File: config.mk
export PLATFORM = sky130hd
export DESIGN_NAME = spin_rate_pi_controller
export DESIGN_NICKNAME = d
export VERILOG_FILES = /design/src/rtl/core/spr_pkg.sv /design/src/rtl/core/spr_divider.sv /design/src/rtl/core/spr_datapath.sv /design/src/rtl/core/spr_control.sv /design/src/rtl/core/spin_rate_pi_controller.sv
export SDC_FILE = /design/constraint.sdc
export NUM_CORES = 2
export LEC_CHECK = 0
export BUFFER_PORTS_ARGS = -buffer_cell sky130_fd_sc_hd__buf_2
export CORE_MARGIN = 4
export CORE_UTILIZATION = 45
export CTS_CLUSTER_DIAMETER = 200
export DETAILED_ROUTE_END_ITERATION = 8
export SETUP_SLACK_MARGIN = 0.05
export SLEW_MARGIN = 20
export SYNTH_ARGS = -nofsm -noshare
export SYNTH_HDL_FRONTEND = slang
export SYNTH_SLANG_ARGS = --single-unit
File: constraint.sdc
create_clock -name clock -period 8.8 [get_ports clock]
set_clock_uncertainty 0.1 [all_clocks]
set_input_delay 0.88 -clock clock [delete_from_list [all_inputs] [get_ports clock]]
set_output_delay 0.88 -clock clock [all_outputs]
set_load 0.005 [all_outputs]
File: src/rtl/core/spr_pkg.sv
// Shared constants, codes and control types of the spin-rate PI controller.
package spr_pkg;

   localparam int DEF_WINDOW      = 10;
   localparam int DEF_SAMPLE_BITS = 12;

   localparam int GAIN_SCALE     = 10000;
   localparam int SETPOINT_BITS  = 12;
   localparam int GAIN_BITS      = 16;
   localparam int LIMIT_BITS     = 7;
   localparam int BAND_BITS      = 8;
   localparam int CORR_BITS      = 8;
   localparam int INTEG_BITS     = 32;
   localparam int CSR_INDEX_BITS = 3;
   localparam int CSR_DATA_BITS  = 16;

   // divisor width covers any window length up to thirty-one
   localparam int DVR_BITS    = 5;
   // |acc| below (limit+1)*scale, at most 128*10000
   localparam int PI_MAG_BITS = 21;
   localparam int MUL_A_BITS  = GAIN_BITS + 1;
   localparam int MUL_B_BITS  = INTEG_BITS;
   localparam int PROD_BITS   = MUL_A_BITS + MUL_B_BITS;
   localparam int ACC_BITS    = PROD_BITS + 1;

   // scale-down by the gain scale as a reciprocal multiply:
   // ceil(2^35 / 10000), exact for any magnitude below 2^21
   localparam int                    RECIP_BITS  = 22;
   localparam int                    RECIP_SHIFT = 35;
   localparam logic [RECIP_BITS-1:0] RECIP_MULT  = 22'd3435974;

   localparam logic [SETPOINT_BITS-1:0] RST_SETPOINT   = 12'd418;
   localparam logic [GAIN_BITS-1:0]     RST_PROP_GAIN  = 16'd20300;
   localparam logic [GAIN_BITS-1:0]     RST_INTEG_GAIN = 16'd10;
   localparam logic [LIMIT_BITS-1:0]    RST_LIMIT      = 7'd10;
   localparam logic [BAND_BITS-1:0]     RST_DEAD_BAND  = 8'd2;

   typedef enum logic [CSR_INDEX_BITS-1:0] {
      CSR_SETPOINT   = 3'd0,
      CSR_PROP_GAIN  = 3'd1,
      CSR_INTEG_GAIN = 3'd2,
      CSR_LIMIT      = 3'd3,
      CSR_DEAD_BAND  = 3'd4
   } csr_index_type;

   typedef enum logic [3:0] {
      S_IDLE,
      S_FILT_DIV,
      S_ERR,
      S_MUL_P,
      S_MUL_I,
      S_ACC,
      S_CMP,
      S_PI_DIV,
      S_DONE
   } state_type;

   typedef struct packed {
      logic load;
      logic calc_err;
      logic mul_p;
      logic mul_i;
      logic sum_acc;
      logic compare;
      logic publish;
   } cmd_type;

   typedef struct packed {
      logic div_last;
      logic out_busy;
   } status_type;

endpackage

File: src/rtl/core/spr_divider.sv
// Restoring divider, one quotient bit per cycle, forming the moving-average mean.
module spr_divider #(
   parameter int DIV_BITS = 21
) (
   input  logic                         clock,
   input  logic                         reset,
   input  logic                         start,
   input  logic [DIV_BITS-1:0]          dividend,
   input  logic [spr_pkg::DVR_BITS-1:0] divisor,
   output logic                         last,
   output logic [DIV_BITS-1:0]          quotient
);
   import spr_pkg::*;

   localparam int CNT_BITS = (DIV_BITS > 1) ? $clog2(DIV_BITS) : 1;

   logic                busy_ff, busy_in;
   logic [CNT_BITS-1:0] cnt_ff, cnt_in;
   logic [DVR_BITS-1:0] rem_ff, rem_in;
   logic [DIV_BITS-1:0] quo_ff, quo_in;
   logic [DVR_BITS-1:0] dvr_ff;
   logic [DVR_BITS:0]   shifted;
   logic [DVR_BITS+1:0] diff;
   logic                fits;

   assign shifted = {rem_ff, quo_ff[DIV_BITS-1]};
   assign diff    = {1'b0, shifted} - {2'b00, dvr_ff};
   assign fits    = !diff[DVR_BITS+1];
   assign last    = busy_ff && (cnt_ff == '0);
   assign quotient = quo_ff;

   always_comb begin
      busy_in = busy_ff;
      cnt_in  = cnt_ff;
      rem_in  = rem_ff;
      quo_in  = quo_ff;
      if (start) begin
         busy_in = 1'b1;
         cnt_in  = CNT_BITS'(DIV_BITS - 1);
         rem_in  = '0;
         quo_in  = dividend;
      end else if (busy_ff) begin
         rem_in = fits ? diff[DVR_BITS-1:0] : shifted[DVR_BITS-1:0];
         quo_in = {quo_ff[DIV_BITS-2:0], fits};
         cnt_in = cnt_ff - 1'b1;
         if (cnt_ff == '0) begin
            busy_in = 1'b0;
         end
      end
   end

   always_ff @(posedge clock) begin
      if (reset) begin
         busy_ff <= 1'b0;
         cnt_ff  <= '0;
      end else begin
         busy_ff <= busy_in;
         cnt_ff  <= cnt_in;
      end
   end

   always_ff @(posedge clock) begin
      rem_ff <= rem_in;
      quo_ff <= quo_in;
      if (start) begin
         dvr_ff <= divisor;
      end
   end

endmodule

File: src/rtl/core/spr_datapath.sv
// Filter ring, PI arithmetic, configuration registers and result register.
module spr_datapath #(
   parameter int WINDOW      = spr_pkg::DEF_WINDOW,
   parameter int SAMPLE_BITS = spr_pkg::DEF_SAMPLE_BITS
) (
   input  logic                               clock,
   input  logic                               reset,
   input  spr_pkg::cmd_type                   cmd,
   output spr_pkg::status_type                status,
   input  logic [SAMPLE_BITS-1:0]             sample,
   input  logic                               csr_write,
   input  logic [spr_pkg::CSR_INDEX_BITS-1:0] csr_index,
   input  logic [spr_pkg::CSR_DATA_BITS-1:0]  csr_data,
   input  logic                               rsp_take,
   output logic                               rsp_valid,
   output logic [spr_pkg::CORR_BITS-1:0]      rsp_corr,
   output logic [SAMPLE_BITS-1:0]             rsp_filt,
   output logic                               rsp_clamped
);
   import spr_pkg::*;

   localparam int PTR_BITS = (WINDOW > 1) ? $clog2(WINDOW) : 1;
   localparam int SUM_BITS = SAMPLE_BITS + PTR_BITS;
   localparam int DIV_BITS = SUM_BITS;
   localparam int ERR_BITS = ((SAMPLE_BITS > SETPOINT_BITS) ? SAMPLE_BITS : SETPOINT_BITS) + 1;

   // configuration
   logic [SETPOINT_BITS-1:0] setpoint_ff, setpoint_in;
   logic [GAIN_BITS-1:0]     prop_ff, prop_in;
   logic [GAIN_BITS-1:0]     integ_ff, integ_in;
   logic [LIMIT_BITS-1:0]    limit_ff, limit_in;
   logic [BAND_BITS-1:0]     band_ff, band_in;

   // moving-average filter
   logic [SAMPLE_BITS-1:0] ring [WINDOW];
   logic [SAMPLE_BITS-1:0] ring_rd_ff;
   logic [PTR_BITS-1:0]    ptr_ff, ptr_in, ptr_next;
   logic                   full_ff, full_in;
   logic [SUM_BITS-1:0]    sum_ff, sum_in, sum_add;
   logic                   sub_ff, sub_in;
   logic                   warm;

   // PI
   logic signed [ERR_BITS-1:0]   err_ff, err_in, err_raw;
   logic [ERR_BITS-1:0]          err_mag;
   logic [SAMPLE_BITS-1:0]       filt_ff, filt_in;
   logic signed [MUL_A_BITS-1:0] mul_a;
   logic signed [MUL_B_BITS-1:0] mul_b;
   logic signed [PROD_BITS-1:0]  prod_ff, prod_in, pprod_ff;
   logic signed [ACC_BITS-1:0]   acc_ff, acc_in, acc_mag, thr_s;
   logic [PI_MAG_BITS-1:0]       thr_ff, thr_in;
   logic [PI_MAG_BITS-1:0]       mag_ff;
   logic [PI_MAG_BITS+RECIP_BITS-1:0] scaled_ff;
   logic [CORR_BITS-1:0]         lim_p1;
   logic                         pos_ff, negc_ff, sign_ff;
   logic signed [INTEG_BITS-1:0] integral_ff, integral_in;
   logic signed [INTEG_BITS:0]   integ_sum;

   // divider
   logic                div_start, div_last;
   logic [DIV_BITS-1:0] div_dividend, div_quo;
   logic [DVR_BITS-1:0] div_divisor;

   // result
   logic                   rsp_valid_ff, rsp_valid_in;
   logic [CORR_BITS-1:0]   corr_ff, corr_in, q_corr, lim_corr;
   logic [SAMPLE_BITS-1:0] rfilt_ff;
   logic                   clamp_ff, clamp_in;

   // ---------------- configuration writes
   always_comb begin
      setpoint_in = setpoint_ff;
      prop_in     = prop_ff;
      integ_in    = integ_ff;
      limit_in    = limit_ff;
      band_in     = band_ff;
      if (csr_write) begin
         unique case (csr_index)
            CSR_SETPOINT:   setpoint_in = csr_data[SETPOINT_BITS-1:0];
            CSR_PROP_GAIN:  prop_in     = csr_data[GAIN_BITS-1:0];
            CSR_INTEG_GAIN: integ_in    = csr_data[GAIN_BITS-1:0];
            CSR_LIMIT:      limit_in    = csr_data[LIMIT_BITS-1:0];
            CSR_DEAD_BAND:  band_in     = csr_data[BAND_BITS-1:0];
            default: ;
         endcase
      end
   end

   // ---------------- filter
   assign warm     = !full_ff && (ptr_ff != PTR_BITS'(WINDOW - 1));
   assign ptr_next = (ptr_ff == PTR_BITS'(WINDOW - 1)) ? '0 : ptr_ff + 1'b1;
   assign sum_add  = sum_ff + SUM_BITS'(sample);

   always_comb begin
      ptr_in  = ptr_ff;
      full_in = full_ff;
      sum_in  = sum_ff;
      sub_in  = 1'b0;
      if (cmd.load) begin
         sum_in = sum_add;
         if (warm) begin
            ptr_in = ptr_ff + 1'b1;
         end else begin
            ptr_in  = ptr_next;
            full_in = 1'b1;
            sub_in  = 1'b1;
         end
      end else if (sub_ff) begin
         // drop the oldest sample once the mean has been taken
         sum_in = sum_ff - SUM_BITS'(ring_rd_ff);
      end
   end

   always_ff @(posedge clock) begin
      if (cmd.load) begin
         ring[ptr_ff] <= sample;
         ring_rd_ff   <= ring[ptr_next];
      end
   end

   // ---------------- error and deadband
   assign err_raw = $signed(ERR_BITS'(div_quo[SAMPLE_BITS-1:0]))
                    - $signed(ERR_BITS'(setpoint_ff));
   assign err_mag = err_raw[ERR_BITS-1] ? ERR_BITS'(-err_raw) : ERR_BITS'(err_raw);

   always_comb begin
      filt_in = filt_ff;
      err_in  = err_ff;
      if (cmd.calc_err) begin
         filt_in = div_quo[SAMPLE_BITS-1:0];
         err_in  = (err_mag <= ERR_BITS'(band_ff)) ? '0 : err_raw;
      end
   end

   // ---------------- shared multiplier
   assign mul_a   = cmd.mul_p ? $signed({1'b0, prop_ff}) : $signed({1'b0, integ_ff});
   assign mul_b   = cmd.mul_p ? MUL_B_BITS'(err_ff) : integral_ff;
   assign prod_in = (cmd.mul_p || cmd.mul_i) ? mul_a * mul_b : prod_ff;

   assign acc_in = cmd.sum_acc ? ACC_BITS'(pprod_ff) + ACC_BITS'(prod_ff) : acc_ff;
   assign lim_p1 = {1'b0, limit_ff} + 1'b1;
   assign thr_in = cmd.sum_acc ? PI_MAG_BITS'(PI_MAG_BITS'(lim_p1) * PI_MAG_BITS'(GAIN_SCALE))
                               : thr_ff;

   // ---------------- clamp test and magnitude for the scale-down
   assign thr_s   = $signed(ACC_BITS'(thr_ff));
   assign acc_mag = acc_ff[ACC_BITS-1] ? -acc_ff : acc_ff;

   // ---------------- divider for the mean
   assign div_start    = cmd.load;
   assign div_dividend = sum_add;
   assign div_divisor  = warm ? DVR_BITS'(ptr_ff) + 1'b1 : DVR_BITS'(WINDOW);

   spr_divider #(
      .DIV_BITS (DIV_BITS)
   ) u_div (
      .clock    (clock),
      .reset    (reset),
      .start    (div_start),
      .dividend (div_dividend),
      .divisor  (div_divisor),
      .last     (div_last),
      .quotient (div_quo)
   );

   // ---------------- result and integral
   assign q_corr   = scaled_ff[RECIP_SHIFT +: CORR_BITS];
   assign lim_corr = {1'b0, limit_ff};
   assign integ_sum = INTEG_BITS'(integral_ff) + (INTEG_BITS + 1)'(err_ff);

   always_comb begin
      if (pos_ff) begin
         corr_in = lim_corr;
      end else if (negc_ff) begin
         corr_in = -lim_corr;
      end else if (sign_ff) begin
         corr_in = -q_corr;
      end else begin
         corr_in = q_corr;
      end
      clamp_in     = pos_ff || negc_ff;
      rsp_valid_in = rsp_valid_ff && !rsp_take;
      integral_in  = integral_ff;
      if (cmd.publish) begin
         rsp_valid_in = 1'b1;
         if (!clamp_in) begin
            if (integ_sum[INTEG_BITS] != integ_sum[INTEG_BITS-1]) begin
               integral_in = integ_sum[INTEG_BITS] ? {1'b1, {(INTEG_BITS-1){1'b0}}}
                                                   : {1'b0, {(INTEG_BITS-1){1'b1}}};
            end else begin
               integral_in = integ_sum[INTEG_BITS-1:0];
            end
         end
      end
   end

   // ---------------- registers with reset
   always_ff @(posedge clock) begin
      if (reset) begin
         setpoint_ff  <= RST_SETPOINT;
         prop_ff      <= RST_PROP_GAIN;
         integ_ff     <= RST_INTEG_GAIN;
         limit_ff     <= RST_LIMIT;
         band_ff      <= RST_DEAD_BAND;
         ptr_ff       <= '0;
         full_ff      <= 1'b0;
         sum_ff       <= '0;
         sub_ff       <= 1'b0;
         integral_ff  <= '0;
         rsp_valid_ff <= 1'b0;
      end else begin
         setpoint_ff  <= setpoint_in;
         prop_ff      <= prop_in;
         integ_ff     <= integ_in;
         limit_ff     <= limit_in;
         band_ff      <= band_in;
         ptr_ff       <= ptr_in;
         full_ff      <= full_in;
         sum_ff       <= sum_in;
         sub_ff       <= sub_in;
         integral_ff  <= integral_in;
         rsp_valid_ff <= rsp_valid_in;
      end
   end

   // ---------------- payload registers
   always_ff @(posedge clock) begin
      filt_ff <= filt_in;
      err_ff  <= err_in;
      prod_ff <= prod_in;
      if (cmd.mul_i) begin
         pprod_ff <= prod_ff;
      end
      acc_ff <= acc_in;
      thr_ff <= thr_in;
      if (cmd.compare) begin
         pos_ff  <= acc_ff >= thr_s;
         negc_ff <= acc_ff <= -thr_s;
         sign_ff <= acc_ff[ACC_BITS-1];
         mag_ff  <= acc_mag[PI_MAG_BITS-1:0];
      end
      // divide the magnitude by the gain scale
      scaled_ff <= mag_ff * RECIP_MULT;
      if (cmd.publish) begin
         corr_ff  <= corr_in;
         rfilt_ff <= filt_ff;
         clamp_ff <= clamp_in;
      end
   end

   assign status.div_last = div_last;
   assign status.out_busy = rsp_valid_ff && !rsp_take;

   assign rsp_valid   = rsp_valid_ff;
   assign rsp_corr    = corr_ff;
   assign rsp_filt    = rfilt_ff;
   assign rsp_clamped = clamp_ff;

endmodule

File: src/rtl/core/spr_control.sv
// Sequencer that steps one sample through filter, PI and result stages.
module spr_control (
   input  logic                clock,
   input  logic                reset,
   input  logic                req_tvalid,
   output logic                req_tready,
   input  spr_pkg::status_type status,
   output spr_pkg::cmd_type    cmd
);
   import spr_pkg::*;

   state_type state_ff, state_in;

   always_ff @(posedge clock) begin
      if (reset) begin
         state_ff <= S_IDLE;
      end else begin
         state_ff <= state_in;
      end
   end

   always_comb begin
      state_in   = state_ff;
      cmd        = '0;
      req_tready = 1'b0;
      unique case (state_ff)
         S_IDLE: begin
            req_tready = 1'b1;
            if (req_tvalid) begin
               cmd.load = 1'b1;
               state_in = S_FILT_DIV;
            end
         end
         S_FILT_DIV: begin
            if (status.div_last) begin
               state_in = S_ERR;
            end
         end
         S_ERR: begin
            cmd.calc_err = 1'b1;
            state_in     = S_MUL_P;
         end
         S_MUL_P: begin
            cmd.mul_p = 1'b1;
            state_in  = S_MUL_I;
         end
         S_MUL_I: begin
            cmd.mul_i = 1'b1;
            state_in  = S_ACC;
         end
         S_ACC: begin
            cmd.sum_acc = 1'b1;
            state_in    = S_CMP;
         end
         S_CMP: begin
            cmd.compare = 1'b1;
            state_in    = S_PI_DIV;
         end
         S_PI_DIV: begin
            // wait state while the reciprocal product is registered
            state_in = S_DONE;
         end
         S_DONE: begin
            // hold until the result register is free
            if (!status.out_busy) begin
               cmd.publish = 1'b1;
               state_in    = S_IDLE;
            end
         end
         default: begin
            state_in = S_IDLE;
         end
      endcase
   end

endmodule

File: src/rtl/core/spin_rate_pi_controller.sv
// Spin-rate PI controller: top level joining the sequencer and the datapath.
//
// Takes one raw gyro yaw-rate item on req_, smooths it with a WINDOW-sample
// moving average (the mean of the samples so far during warm-up), forms the
// error against rate_setpoint with a dead band, and returns one rsp_ item per
// input: the PI correction (kp*err + ki*integral)/10000, truncated toward zero
// and clamped to +-output_limit, with the filtered rate and a clamp flag. The
// integral only takes up the error on unclamped steps and saturates at the
// 32-bit signed range. Each item passes through the restoring divider, one
// quotient bit per cycle, which forms the mean over a sample count that
// grows during warm-up from a DIV_BITS-bit sum (SAMPLE_BITS plus the ring
// pointer width, 16 at the default sizes); a new item is only accepted
// once the previous one is published. The scale-down by 10000 is a
// registered reciprocal multiplication. A new item may be accepted
// while the previous result still waits on rsp_; the result register only
// stalls the sequencer when a second result is ready before the first is
// taken. Configuration writes on csr_ are always taken at once and must only
// be issued while the block is idle.
module spin_rate_pi_controller #(
   parameter int WINDOW      = spr_pkg::DEF_WINDOW,
   parameter int SAMPLE_BITS = spr_pkg::DEF_SAMPLE_BITS
) (
   input  logic                                  clock,
   input  logic                                  reset,
   // req_tdata: gyro_sample
   input  logic                                  req_tvalid,
   output logic                                  req_tready,
   input  logic [((SAMPLE_BITS+7)/8)*8-1:0]      req_tdata,
   // rsp_tdata: spin_correction, filtered_rate, clamped
   output logic                                  rsp_tvalid,
   input  logic                                  rsp_tready,
   output logic [((SAMPLE_BITS+spr_pkg::CORR_BITS+1+7)/8)*8-1:0] rsp_tdata,
   input  logic                                  csr_valid,
   output logic                                  csr_ready,
   input  logic [spr_pkg::CSR_INDEX_BITS-1:0]    csr_index,
   input  logic [spr_pkg::CSR_DATA_BITS-1:0]     csr_data
);
   import spr_pkg::*;

   localparam int RSP_USED_BITS = CORR_BITS + SAMPLE_BITS + 1;
   localparam int RSP_DATA_BITS = ((RSP_USED_BITS + 7) / 8) * 8;

   cmd_type                cmd;
   status_type             status;
   logic                   rsp_valid;
   logic [CORR_BITS-1:0]   rsp_corr;
   logic [SAMPLE_BITS-1:0] rsp_filt;
   logic                   rsp_clamped;

   // configuration writes never stall
   assign csr_ready = 1'b1;

   spr_control u_ctrl (
      .clock      (clock),
      .reset      (reset),
      .req_tvalid (req_tvalid),
      .req_tready (req_tready),
      .status     (status),
      .cmd        (cmd)
   );

   spr_datapath #(
      .WINDOW      (WINDOW),
      .SAMPLE_BITS (SAMPLE_BITS)
   ) u_dp (
      .clock       (clock),
      .reset       (reset),
      .cmd         (cmd),
      .status      (status),
      .sample      (req_tdata[SAMPLE_BITS-1:0]),
      .csr_write   (csr_valid && csr_ready),
      .csr_index   (csr_index),
      .csr_data    (csr_data),
      .rsp_take    (rsp_tready),
      .rsp_valid   (rsp_valid),
      .rsp_corr    (rsp_corr),
      .rsp_filt    (rsp_filt),
      .rsp_clamped (rsp_clamped)
   );

   // pack the result item, lowest field first, zero-filled to whole bytes
   assign rsp_tvalid = rsp_valid;
   assign rsp_tdata  = RSP_DATA_BITS'({rsp_clamped, rsp_filt, rsp_corr});

endmodule

Word level (Yosys, flattened, before mapping)

Memories as Yosys holds them, arrays and structs flattened. A register that Yosys moved wholly into a read port is not among the register bits.
Index checks and enable logic that the tools add are counted.

Output and inout bits: 27
Input bits: 40
RAM bits: 120
Bits in registers: 426
Memory bits (read-only): 0
Latch bits: 0
Word-level logic and storage cells: 136
Memories: 1

Eq/ne operators: 18
Multipliers: 3
Div/mod/pow operators: 0
Reduce and logical (&&, ||, !) cells: 22
Add/sub/neg operators: 15
Shift-type cells: 0
Order comparisons: 3
Muxes and demuxes: 39
Bitwise logic cells: 3

Memories:

| name      | words | bits a word | read ports | clocked after memory_dff | wr ports | line               | RTL |
|---|---|---|---|---|---|---|---|
| u_dp.ring | 10    | 12          | 1          | 1                        | 1        | spr_datapath.sv:35 | `logic [SAMPLE_BITS-1:0] ring [WINDOW];` |

Operators by type and width:

| operator                 | count |
|---|---|
| $mux W32                 | 3 |
| $mux W16                 | 5 |
| $add A49 B49 Y50         | 1 |
| $ge A50 B22 Y1           | 1 |
| $le A50 B50 Y1           | 1 |
| $neg A21 Y50             | 1 |
| $mul A17 B32 Y49         | 1 |
| $mul A21 B21 Y42 const B | 1 |
| $pmux W4 S9              | 1 |
| $add A32 B13 Y33         | 1 |
| $mux W4                  | 7 |
| $mux W21                 | 1 |
| $neg A21 Y21             | 1 |
| $mul A8 B10 Y17 const B  | 1 |
| $mux W1                  | 17 |
| $add A16 B12 Y16         | 1 |
| $eq A4 B3 Y1 const B     | 4 |
| $mux W8                  | 2 |
| $sub A16 B12 Y16         | 1 |
| $reduce_and A2 Y1        | 7 |
| $le A13 B8 Y1            | 1 |
| $mux W13                 | 1 |
| $neg A13 Y13             | 1 |
| $sub A12 B12 Y13         | 1 |
| other kinds (28)         | 41 |

Logic depth before layout (Yosys ltp)

Depth in word-level cells: 5
Mapped depth: 31
Gate-level depth less buffers: 29

Cells and area by module

A second synthesis with hierarchy kept.

Cell total of the unflattened synthesis: 5578
Area, all modules: 54690.0 µm²

Modules (own cells, without submodules):

| module                  | times used | sequential area each (µm²) | cells each | area an instance (µm²) |
|---|---|---|---|---|
| spr_datapath            | 1          | 13462.9                    | 5424       | 52933.3 |
| spr_divider             | 1          | 830.8                      | 118        | 1462.7 |
| spr_control             | 1          | 80.1                       | 29         | 249.0 |
| spin_rate_pi_controller | 1          | 0.0                        | 7          | 45.0 |

Least setup slack after synthesis

No wires, ideal clock.

Kind: reg-to-reg
From: register u_ctrl.state_ff[1]
To: register u_dp.prod_ff[47], data pin
Arrival: 7.840 ns
Required time: 8.442 ns
Slack: 0.602 ns
Period minus slack after synthesis: 8.198 ns
Cell stages (with the launch flop): 31
Setup time: 0.258 ns
Path buffers: 3
Cell sequence: dfxtp_1 -> nand2_1 -> nor3_1 -> clkbuf_1 -> nand2_1 -> nand2_1 -> clkbuf_1 -> clkbuf_1 -> nand2_1 -> fa_1 -> inv_1 -> fa_1 -> inv_1 -> fa_1 -> inv_1 -> fa_1 -> fa_1 -> inv_1 -> fa_1 -> inv_1 -> ha_1 -> and3_1 -> a221o_1 -> a21oi_1 -> a211oi_1 -> a2111oi_4 -> o2111ai_1 -> a31oi_1 -> o31ai_1 -> a21oi_1 -> xnor2_1

Longest elaborated chain between the ends: 4
Elaborated cells between the ends (all ways): 5
Classes of those cells: mul: 1; eq/ne: 1; mux: 3

RTL lines:

| element                              | line                                     | RTL |
|---|---|---|
| start, declared                      | spr_control.sv:12                        | `state_type state_ff, state_in;` |
| start signal, assigned               | spr_control.sv:18                        | `state_ff <= state_in;` |
| $eq A4 B2 Y1 *                       | spr_control.sv:26                        | `unique case (state_ff)` |
| $mux W1 *                            | spr_control.sv:26                        |  |
| $mux W16 or $mux W32 (tied branches) | spr_datapath.sv:136, spr_datapath.sv:137 |  |
| $mul A17 B32 Y49 *                   | spr_datapath.sv:138                      | `assign prod_in = (cmd.mul_p \|\| cmd.mul_i) ? mul_a * mul_b : prod_ff;` |
| end signal, assigned                 | spr_datapath.sv:230                      | `prod_ff <= prod_in;` |
| end, declared                        | spr_datapath.sv:49                       | `logic signed [PROD_BITS-1:0] prod_ff, prod_in, pprod_ff;` |

Every way passes the cells marked *; elsewhere a longest branch is shown, timed or not.
A chain may end at the register's enable or synchronous reset.

Worst setup path in the final report

From: register u_ctrl.state_ff[0]
To: register u_dp.prod_ff[48], data pin

Same word-level chain as after synthesis.

==> summary.md <==
| Metric | Value |
|---|---|
| Die outline width | `355.8 µm` |
| Sink count of the clock tree | `524` |
| Type of the worst setup path | `register to register` |
| Core Area | `120000 µm²` |
| Detail Route Antenna Nets | `0` |
| Number of hold-repair buffers added at the cts stage | `0` |
| Area of the multi-input gates | `35510 µm²` |
| Slowest CP cell | `sky130_fd_sc_hd__fa_1` |
| Leakage dissipation | `26.83 nW` |
| Worst Hold Path Cells | `3` |
| Power density relative to cell area | `102.9 nW/µm²` |
| Area growth from synthesis to layout | `7.891%` |
| First-iteration detailed-routing DRC count | `2107` |
| Tightest Hold Check Type | `input pin to register` |
| Flop2flop setup slack | `0.43 ns` |
| Final wirelength | `132.3 mm` |
| Area share of the largest cell type after synthesis | `0.2479` |
| CTS tree | `done` |
| Number of register bits inferred by synthesis | `524` |
| RSZ-0062 raised after global routing | `true` |
| Die footprint | `126600 µm²` |
| Global route total overflow | `0` |
| Sequential cell area | `14370 µm²` |
| Final-layout fill cell count | `11.27k` |
| Total half-perimeter wirelength after legalization and detailed placement | `106.9 mm` |
| Final layout net count | `6984` |
| TritonCTS buffer count | `58` |
| Mapped Area | `54430 µm²` |
| Ports | `67` |
| Number of pins with negative max-slew slack in the final report | `0` |
| Library cell used as clock root buffer | `sky130_fd_sc_hd__clkbuf_16` |
| Leading area contributor after synthesis | `sky130_fd_sc_hd__fa_1` |
| Flip-flop cell with the highest count after synthesis | `sky130_fd_sc_hd__edfxtp_1` |
| Outcome | `finished, final reports clean` |
| Vias in the first global route | `40.08k` |
| Clk_lat worst skew | `0.71 ns` |
| Worst endpoint data arrival time | `8.62 ns` |
| Wire length of the first global-routing pass | `215.3 mm` |
| Vertical die dimension | `355.8 µm` |
| Worst slew margin relative to its limit | `0.4095` |
| Number of antenna violations at the first check in global routing | `2` |
| End of the worst register-to-register path | `u_dp.prod_ff[48]` |
| Number of vias after detailed routing | `38.78k` |
| Most area-consuming cells after synthesis | `sky130_fd_sc_hd__fa_1, sky130_fd_sc_hd__edfxtp_1, sky130_fd_sc_hd__ha_1` |
| H-tree lvl count | `2` |
| Synthesized instance count | `5698` |
| Minimum period implied by the final worst setup slack | `8.365 ns` |
| Overall Power | `6.043 mW` |
| Worst-case clock buffer depth | `3` |
| All-Layer GR Usage | `0.2127` |
| Ratio of cells with drive above 1 in the final layout | `0.05375` |
| Crit-path max cell delay | `0.61 ns` |
| Number of placement rows | `127` |
| Largest driver fanout on the critical path | `30` |
| Required @ worst endpoint | `9.06 ns` |
| Endpoint type of the worst setup path | `register` |
| Number of DRC violations after detailed routing | `0` |
| Hold Slack | `0.3114 ns` |
| WL per Instance | `17.93 µm` |
| Startpoint of the tightest hold check path | `csr_data[14]` |
| Max rail drop VDD | `188.3 µV` |
| F_max | `0.1195 GHz` |
| Initial Utilization | `0.4537` |
| Most frequent cells after synthesis | `sky130_fd_sc_hd__inv_1, sky130_fd_sc_hd__nand2_1, sky130_fd_sc_hd__fa_1, sky130_fd_sc_hd__ha_1, sky130_fd_sc_hd__nor2_1` |
| Routability Congestion | `0.9288` |
| Buffers added on ports | `58` |
| Reg clk slew, reported paths | `0.07 ns` |
| Maximum number of pins on one net before global-route repair | `68` |
| Via/cell ratio | `5.255` |
| Final Cycle Share | `0.9506` |
| Cell repeated most along the worst path | `sky130_fd_sc_hd__fa_1` |
| Total count of hold-check failures in the final report | `0` |
| First-pass detailed-route iteration total | `7` |
| Post-synth EDFFs | `388` |
| RR Startpoint | `u_ctrl.state_ff[0]` |
| Final setup vio count | `0` |
| Destination of the worst hold path | `u_dp.prop_ff[14]` |
| Share of flip-flops with an asynchronous set or reset | `0` |
| Number of max-cap violations | `0` |
| Syn avg cell area | `9.553 µm²` |
| Post-synth cell types | `86` |
| Actual transition at the worst max-transition pin | `0.8858 ns` |
| Proportion of synthesized chip area in sequential cells | `0.2641` |
| Count leader, synth | `sky130_fd_sc_hd__inv_1` |
| Warnings from Yosys | `0` |
| Worst reg-to-reg path cell count | `26` |
| Type of element launching the critical path | `register` |
==> area by class of cell <==
| cell class | instances | share of cell area |
|---|---|---|
| tap | 1612 | 0.03434 |
| sequential | 524 | 0.2447 |
| clock inverter | 36 | 0.006306 |
| inverter | 1043 | 0.06666 |
| antenna | 1 | 0.00004261 |
| clock buffer | 71 | 0.02571 |
| multi-input combinational | 3939 | 0.6046 |
| timing repair buffer | 154 | 0.01764 |
==> stage by stage <==
| step | utilization | setup slack (ns) | cells | instance area [µm²] | setup TNS [ns] |
|---|---|---|---|---|---|
| 2_1_floorplan | - | 0.6023 | 5700 | 54440 | 0 |
| 3_5_place_dp | 0.4736 | 0.3732 | 7272 | 56820 | 0 |
| 4_1_cts | 0.4893 | 0.3139 | 7379 | 58700 | 0 |
| 5_1_grt | 0.4895 | -0.02297 | 7379 | 58730 | -0.02297 |
| 3_3_place_gp | 0.4736 | 0.4121 | 7272 | 56820 | 0 |
| 6_report | 0.4895 | 0.4347 | 7380 | 58730 | 0 |
==> worst max-delay path: cells and delay by family, from the launching register on <==
kind	cells	cell delay (ns)
buffers and inverters	6	0.90
adders and majority gates	7	3.48
AOI/OAI and AO/OA	7	1.78
muxes	1	0.55
DFF	1	0.45
xor gates and xnor gates	1	0.15
and+or+nand+nor	4	0.65
==> worst max path at each step <==
| stage | to | cells past startpoint | start | slack, ns |
|---|---|---|---|---|
| after global placement | u_dp.prod_ff[45] | 26 | u_ctrl.state_ff[0] | 0.41 |
| after floorplan | u_dp.prod_ff[47] | 30 | u_ctrl.state_ff[1] | 0.60 |
| final | u_dp.prod_ff[48] | 26 | u_ctrl.state_ff[0] | 0.43 |
| after CTS | u_dp.prod_ff[45] | 26 | u_ctrl.state_ff[0] | 0.31 |
| after global routing | u_dp.prod_ff[41] | 28 | u_ctrl.state_ff[0] | -0.02 |
| after detailed placement | u_dp.prod_ff[45] | 26 | u_ctrl.state_ff[0] | 0.37 |
==> layout by cell type (no fill, tap or decap), types with 44 or more instances in the layout <==
cell and instances:
sky130_fd_sc_hd__a211oi_1 59, sky130_fd_sc_hd__a21o_1 104, sky130_fd_sc_hd__a21oi_1 298, sky130_fd_sc_hd__buf_2 58
sky130_fd_sc_hd__buf_4 94, sky130_fd_sc_hd__clkbuf_16 58, sky130_fd_sc_hd__dfxtp_1 136, sky130_fd_sc_hd__edfxtp_1 388
sky130_fd_sc_hd__fa_1 674, sky130_fd_sc_hd__ha_1 550, sky130_fd_sc_hd__inv_1 1042, sky130_fd_sc_hd__nand2_1 709
sky130_fd_sc_hd__nand3_1 57, sky130_fd_sc_hd__nand4_1 44, sky130_fd_sc_hd__nor2_1 401, sky130_fd_sc_hd__nor2b_1 50
sky130_fd_sc_hd__nor3_1 73, sky130_fd_sc_hd__o21ai_0 149, sky130_fd_sc_hd__xnor2_1 157, sky130_fd_sc_hd__xor2_1 61
==> power breakdown <==
group          switching [mW]  total [mW]  internal [mW]
clock network            1.02        2.37           1.35
logic                   0.530       0.875          0.345
registers              0.0555        2.79           2.74
==> cell families (layout without fill, tap and decap cells) <==
logic type / Yosys count / in the layout / share of synthesized area
and+or+nand+nor: 1540 / 1540 / 0.1236
buffers and inverters: 1237 / 1304 / 0.08619
adders and majority gates: 1234 / 1234 / 0.3764
AOI/OAI and AO/OA: 901 / 901 / 0.1067
DFF: 524 / 524 / 0.2641
xor gates and xnor gates: 219 / 219 / 0.03524
muxes: 41 / 41 / 0.007746
other: 2 / 5 / 0.0001380
==> routing by layer <==
metal / wire length (µm) / track usage
met5: 14 / 0
met4: 3060 / 0.05306
met3: 8104 / 0.03424
met2: 61840 / 0.3542
met1: 59290 / 0.2913
==> registers in the layout, summed over array words and instances (netlist names), 8 cells and up <==
register	flops
u_dp.acc_ff	50
u_dp.band_ff	8
u_dp.err_ff	13
u_dp.filt_ff	12
u_dp.integ_ff	16
u_dp.integral_ff	32
u_dp.mag_ff	21
u_dp.pprod_ff	49
u_dp.prod_ff	49
u_dp.prop_ff	16
u_dp.ring	120
u_dp.ring_rd_ff	12
u_dp.rsp_corr	8
u_dp.rsp_filt	12
u_dp.scaled_ff	8
u_dp.setpoint_ff	12
u_dp.sum_ff	16
u_dp.thr_ff	17
u_dp.u_div.quotient	16
==> repair_timing <==
action	4_1_cts	5_1_grt
setup endpoints to repair	0	3
resized for setup	0	7
buffers inserted	0	0
No activity file was read; power rests on OpenSTA's default activity.
